File: config.mk
export PLATFORM = sky130hd
export DESIGN_NAME = vbag_ctrl
export DESIGN_NICKNAME = d
export VERILOG_FILES = /design/src/hdl/vbag_pkg.sv /design/src/hdl/vbag_ctrl.sv
export SDC_FILE = /design/constraint.sdc
export NUM_CORES = 1
export LEC_CHECK = 0
export BUFFER_PORTS_ARGS = -buffer_cell sky130_fd_sc_hd__buf_2
export CAP_MARGIN = 20
export CORE_MARGIN = 1.5
export CORE_UTILIZATION = 50
export DETAILED_ROUTE_END_ITERATION = 12
export PLACE_DENSITY = 0.84
export SLEW_MARGIN = 20
export SYNTH_ARGS = -nofsm -noshare
export SYNTH_HDL_FRONTEND = slang
export SYNTH_SLANG_ARGS = --single-unit
File: constraint.sdc
create_clock -name aclk -period 2.1 [get_ports aclk]
set_clock_uncertainty 0.15 [all_clocks]
set_input_delay 0.21 -clock aclk [delete_from_list [all_inputs] [get_ports aclk]]
set_output_delay 0.21 -clock aclk [all_outputs]
set_load 0.05 [all_outputs]
File: src/hdl/vbag_pkg.sv
package vbag_pkg;

    localparam int DIM_BITS   = 16;
    localparam int IDX_W      = 48;
    localparam int BUDGET_W   = 48;
    localparam int PLANE_W    = 2 * DIM_BITS;
    localparam int TOTAL_W    = 3 * DIM_BITS;
    localparam int CMP_W      = (TOTAL_W > IDX_W) ? TOTAL_W : IDX_W;
    localparam int DIV_CNT_W  = $clog2(IDX_W + 1);
    localparam int CFG_IDX_W  = 3;
    localparam int CFG_DATA_W = BUDGET_W;

    typedef logic [CFG_IDX_W-1:0] cfg_idx_t;

    localparam cfg_idx_t REG_DIM_Z  = cfg_idx_t'(0);
    localparam cfg_idx_t REG_DIM_Y  = cfg_idx_t'(1);
    localparam cfg_idx_t REG_DIM_X  = cfg_idx_t'(2);
    localparam cfg_idx_t REG_BUDGET = cfg_idx_t'(3);

    typedef logic [1:0] mode_t;

    localparam mode_t MODE_SLAB = 2'd0;
    localparam mode_t MODE_ROW  = 2'd1;
    localparam mode_t MODE_RUN  = 2'd2;

    typedef logic [4:0] op_t;

    localparam op_t OP_NONE        = 5'd0;
    localparam op_t OP_DIV_PLANE   = 5'd1;
    localparam op_t OP_SET_SLAB    = 5'd2;
    localparam op_t OP_DIV_ROW     = 5'd3;
    localparam op_t OP_SET_ROW_RUN = 5'd4;
    localparam op_t OP_DIV_COUNT   = 5'd5;
    localparam op_t OP_SET_COUNT   = 5'd6;
    localparam op_t OP_TOTAL_A     = 5'd7;
    localparam op_t OP_TOTAL_B     = 5'd8;
    localparam op_t OP_SEEK_SLAB   = 5'd9;
    localparam op_t OP_DIV_K       = 5'd10;
    localparam op_t OP_SEEK_ROW    = 5'd11;
    localparam op_t OP_DIV_ROWIDX  = 5'd12;
    localparam op_t OP_SEEK_RUN    = 5'd13;
    localparam op_t OP_STEP        = 5'd14;
    localparam op_t OP_SPAN        = 5'd15;
    localparam op_t OP_MUL         = 5'd16;
    localparam op_t OP_FINISH      = 5'd17;
    localparam op_t OP_ERROR       = 5'd18;

    typedef struct packed {
        logic load_index;
        op_t  op;
    } cmd_t;

    typedef struct packed {
        logic  div_busy;
        logic  quo_zero;
        logic  need_restart;
        logic  idx_over;
        logic  idx_same;
        logic  idx_next;
        logic  out_free;
        mode_t mode;
    } status_t;

endpackage

File: src/hdl/vbag_ctrl.sv
module vbag_ctrl (
    input  logic              aclk,
    input  logic              aresetn,
    input  logic              s_valid,
    output logic              s_ready,
    input  vbag_pkg::status_t status,
    output vbag_pkg::cmd_t    cmd
);

    localparam logic [3:0] S_IDLE    = 4'd0;
    localparam logic [3:0] S_CHECK   = 4'd1;
    localparam logic [3:0] S_W_PLANE = 4'd2;
    localparam logic [3:0] S_W_ROW   = 4'd3;
    localparam logic [3:0] S_COUNT   = 4'd4;
    localparam logic [3:0] S_W_COUNT = 4'd5;
    localparam logic [3:0] S_TOTAL_A = 4'd6;
    localparam logic [3:0] S_TOTAL_B = 4'd7;
    localparam logic [3:0] S_W_K     = 4'd8;
    localparam logic [3:0] S_W_RI    = 4'd9;
    localparam logic [3:0] S_SPAN    = 4'd10;
    localparam logic [3:0] S_MUL     = 4'd11;
    localparam logic [3:0] S_DONE    = 4'd12;
    localparam logic [3:0] S_ERR     = 4'd13;

    logic [3:0]      state_reg, state_next;
    vbag_pkg::op_t   op;

    always_ff @(posedge aclk) begin
        if (!aresetn) begin
            state_reg <= S_IDLE;
        end else begin
            state_reg <= state_next;
        end
    end

    always_comb begin
        state_next = state_reg;
        op         = vbag_pkg::OP_NONE;
        unique case (state_reg)
            S_IDLE: begin
                if (s_valid) begin
                    state_next = S_CHECK;
                end
            end
            S_CHECK: begin
                priority if (status.need_restart) begin
                    op         = vbag_pkg::OP_DIV_PLANE;
                    state_next = S_W_PLANE;
                end else if (status.idx_over) begin
                    state_next = S_ERR;
                end else if (status.idx_same) begin
                    op         = vbag_pkg::OP_SPAN;
                    state_next = S_MUL;
                end else if (status.idx_next) begin
                    op         = vbag_pkg::OP_STEP;
                    state_next = S_SPAN;
                end else if (status.mode == vbag_pkg::MODE_SLAB) begin
                    op         = vbag_pkg::OP_SEEK_SLAB;
                    state_next = S_SPAN;
                end else begin
                    op         = vbag_pkg::OP_DIV_K;
                    state_next = S_W_K;
                end
            end
            S_W_PLANE: begin
                if (!status.div_busy) begin
                    if (status.quo_zero) begin
                        op         = vbag_pkg::OP_DIV_ROW;
                        state_next = S_W_ROW;
                    end else begin
                        op         = vbag_pkg::OP_SET_SLAB;
                        state_next = S_COUNT;
                    end
                end
            end
            S_W_ROW: begin
                if (!status.div_busy) begin
                    op         = vbag_pkg::OP_SET_ROW_RUN;
                    state_next = S_COUNT;
                end
            end
            S_COUNT: begin
                op         = vbag_pkg::OP_DIV_COUNT;
                state_next = S_W_COUNT;
            end
            S_W_COUNT: begin
                if (!status.div_busy) begin
                    op         = vbag_pkg::OP_SET_COUNT;
                    state_next = S_TOTAL_A;
                end
            end
            S_TOTAL_A: begin
                op         = vbag_pkg::OP_TOTAL_A;
                state_next = S_TOTAL_B;
            end
            S_TOTAL_B: begin
                op         = vbag_pkg::OP_TOTAL_B;
                state_next = S_CHECK;
            end
            S_W_K: begin
                if (!status.div_busy) begin
                    if (status.mode == vbag_pkg::MODE_ROW) begin
                        op         = vbag_pkg::OP_SEEK_ROW;
                        state_next = S_SPAN;
                    end else begin
                        op         = vbag_pkg::OP_DIV_ROWIDX;
                        state_next = S_W_RI;
                    end
                end
            end
            S_W_RI: begin
                if (!status.div_busy) begin
                    op         = vbag_pkg::OP_SEEK_RUN;
                    state_next = S_SPAN;
                end
            end
            S_SPAN: begin
                op         = vbag_pkg::OP_SPAN;
                state_next = S_MUL;
            end
            S_MUL: begin
                op         = vbag_pkg::OP_MUL;
                state_next = S_DONE;
            end
            S_DONE: begin
                if (status.out_free) begin
                    op         = vbag_pkg::OP_FINISH;
                    state_next = S_IDLE;
                end
            end
            S_ERR: begin
                if (status.out_free) begin
                    op         = vbag_pkg::OP_ERROR;
                    state_next = S_IDLE;
                end
            end
            default: begin
                state_next = S_IDLE;
            end
        endcase
    end

    assign s_ready        = state_reg == S_IDLE;
    assign cmd.load_index = s_valid && s_ready;
    assign cmd.op         = op;

endmodule

==> metrics.md <==
| Metric | Value |
|---|---|
| RR Startpoint | state_reg[2]$_SDFFE_PN0P_ |
| Syn Area/Cell | 7.122 um^2 |
| CP Capture Type | output port |
| Fmax | 492.1 MHz |
| Combinational share of power | around four fifths |
| Worst-Skew Late Latency | about 0.23 ns |
| Slowest CP cell | or3_4 |
| Least-Margin Pin Slew | around 0.46 ns |
| Max reg flops | 4 |
| Cell count after synthesis | slightly above 90 |
| Final ANT Viol Nets | 0 |
| Fin crit share | a little over nine tenths |
| Cell Area, Synth | approximately 650 um^2 |
| CTS buffer count | 3 |
| Psw | between 0.6 and 0.7 mW |
| Netlist cell types | 38 |
| Max Fanout on Critical Path | 3 |
| Clock power share | slightly above 7% |
| CP Buf/Inv Count | 1 |
| Worst path arrival time | ~1.7 ns |
| H-tree lvl count | 1 |
| DR DRC count | 0 |
| Worst setup margin | ~0.068 ns |
| Sw frac | between 50 and 60% |
| Post-layout nets | 126 |
| CP delay by family, top | simple AND/OR/NAND/NOR gates |
| Clock sink count | 4 |
| Sequential fraction of the synthesis area | between 10% and 20% |
| Max Cap Viol | 0 |
| R2R Setup Slk | between 0.2 and 0.25 ns |
| CTS tree | yes |
| Outcome | complete, no violations |
| Largest stage delay, worst path | roughly 0.4 ns |
| Core box area | between 1000 and 1500 um^2 |
| RSZ-0062 raised after global routing | false |
| Post-synth top area share | approximately an eighth |
| Total routed wirelength | ~1.9 mm |
| Number of global-route vias before repair | between 600 and 700 |
| Gp weighted congestion | between 0.9 and 1 |
| Sequential power share | between 10% and 20% |
| I/O pin total | 19 |
| Power Total | 1.238 mW |
| Area delta synth->final | 26.06% |
| Post-Syn Nets | a little over 100 |
| Initial antenna violation count | 0 |
| Hold Path Depth | 2 |
| First-pass GRT wire length | 2.835 mm |
| Top cells by area, synth | dfxtp_1, a21oi_1, nor2_1 |
| Number of core rows | 12 |
| Root Driver | clkbuf_4 |
| Hold path endpoint | state_reg[2]$_SDFFE_PN0P_ |
| Ratio of cells with drive above 1 in the final layout | between 30% and 40% |
| Port bufs | 18 |
| Grt met1 use | around 33% |
| Area leader, netlist | dfxtp_1 |
| Placed Area | 773.2 um^2 |
| Hold WS | ~0.12 ns |
| Finish-stage setup viols | 0 |
| PwrDens | ~1500 nW/um^2 |
| Max-Slew Margin vs Limit | 68.77% |
| Worst r2r path cells | 6 |
| Critical path type | flip-flop to output port |
| GR Overflow Total | 0 |
| Die X | approximately 39 um |
| Hold WC Path Type | primary input to flip-flop |
| P_int | 0.5418 mW |
| Routing usage on met3 | 4.624% |
| Setup tns final | 0 ns |
| DRT iter0 DRCs | just over 40 |
| DR pass1 iterations | 4 |
| GRT busiest layer | met2 |
| Warnings from Yosys | 0 |
| Peak supply drop | between 0.7 and 0.8 mV |
| Hold Crit Start | aresetn |
| Capture point of the worst reg-to-reg path | state_reg[0]$_SDFFE_PN0P_ |
| Reg clk slew, reported paths | 0.03 ns |
| Tmin final | about 2.0 ns |
| Fin area | between 800 and 900 um^2 |
| Routed length per placed instance | approximately 15 um |
| Vias | 807 |
| CP startpoint kind | flip-flop |
| Flops & latches, synth | 4 |
| CTS Hold Bufs | 0 |
| Die H | 39.01 um |
| Critical path, cell by cell | or2_1 -> or3_4 -> nor2_4 -> o41ai_1 -> o21ai_2 -> clkbuf_4 |
| Total GRT Usage | roughly 27% |
| Clock Path Buffers | 2 |
| Final hold violations | 0 |
| Grt met2 use | 50.00% |
| Antenna diodes | 0 |
| Initial Util | between 50% and 60% |
| Dpl ws | between 0.2 and 0.25 ns |
| Worst Path Required | 1.74 ns |
| Largest net degree at the start of global routing | 17 |
| Post-DP HPWL | 1.447 mm |
| Die Area | between 1500 and 2000 um^2 |
| Final Max Tran Viols | 0 |
| Via density | 6.405 |
| LEAKAGE | around 0.36 nW |
## kinds of logic after synthesis
logic type / share of synthesized area [%]
compound gates: 43.63
xor+xnor: 1.352
buf+inv: 10.04
flops: 12.36
mux: 3.089
simple gates: 29.54
## through the flow
stage,cells,util [%]
3_5_place_dp,123,66.88
5_1_grt,126,70.67
3_3_place_gp,123,66.88
4_1_cts,126,69.05
6_report,126,70.67
2_1_floorplan,91,-
## power groups by stage
stage	sequential, mW	combinational, mW	clock (mW)
after floorplan	0.127	0.775	0
after global placement	0.138	0.940	0
after detailed placement	0.139	0.953	0
after CTS	0.138	0.966	0.0938
after global routing	0.145	1.07	0.0981
final	0.141	1.01	0.0892
## per-layer routing
layer	routed length, um	vias up
li1	-	389
met1	758	372
met2	998	46
met3	172	0
met4	0	0
met5	0	-
## cell usage in the layout (no fill, tap or decap), types with 4 or more instances in the layout
cell type  count
buf_2         15
nor2_1         8
a21oi_1        8
buf_4          8
nand2_1        7
o21ai_0        6
inv_1          4
nor2b_1        4
clkbuf_4       4
## cells in the mapped netlist, drive strengths merged
cell	number
a311oi	2
o32ai	1
o211a	2
o311a	1
nor2b	4
or2	1
o211ai	3
nor3	4
nand4	2
nand2b	3
o21ai	9
nor2	10
a21oi	8
a31oi	1
or3	1
a21o	1
a221oi	1
xnor2	1
o2111ai	1
dfxtp	4
mux2i	2
inv	4
and3	1
nand2	7
o221ai	1
o22ai	1
o31ai	2
o41ai	1
buf	7
and2b	1
a22oi	2
nand3	2
## how the worst max path moves through the flow
stage | end | startpoint | cells after the start
final | cmd[1] | state_reg[2]$_SDFFE_PN0P_ | 6
after global routing | cmd[0] | state_reg[1]$_SDFFE_PN0P_ | 7
after CTS | cmd[0] | state_reg[1]$_SDFFE_PN0P_ | 7
after detailed placement | cmd[0] | state_reg[1]$_SDFFE_PN0P_ | 7
after global placement | cmd[2] | state_reg[2]$_SDFFE_PN0P_ | 6
after floorplan | cmd[3] | state_reg[2]$_SDFFE_PN0P_ | 5
## cell type report
type	instances	area (um^2)
multi-input combinational	76	526.8
fill	108	339.1
timing repair buffer	25	153.9
sequential	4	81.33
clock buffer	3	22.52
tap	14	17.52
inverter	4	15.01
## timing repair
| item | CTS | global route |
|---|---|---|
| gates resized for setup | 1 | 7 |
| buffers inserted | 0 | 0 |
| setup endpoints to repair | 1 | 3 |
| pin swaps | 0 | 0 |
(Power assumes the default switching activity.)
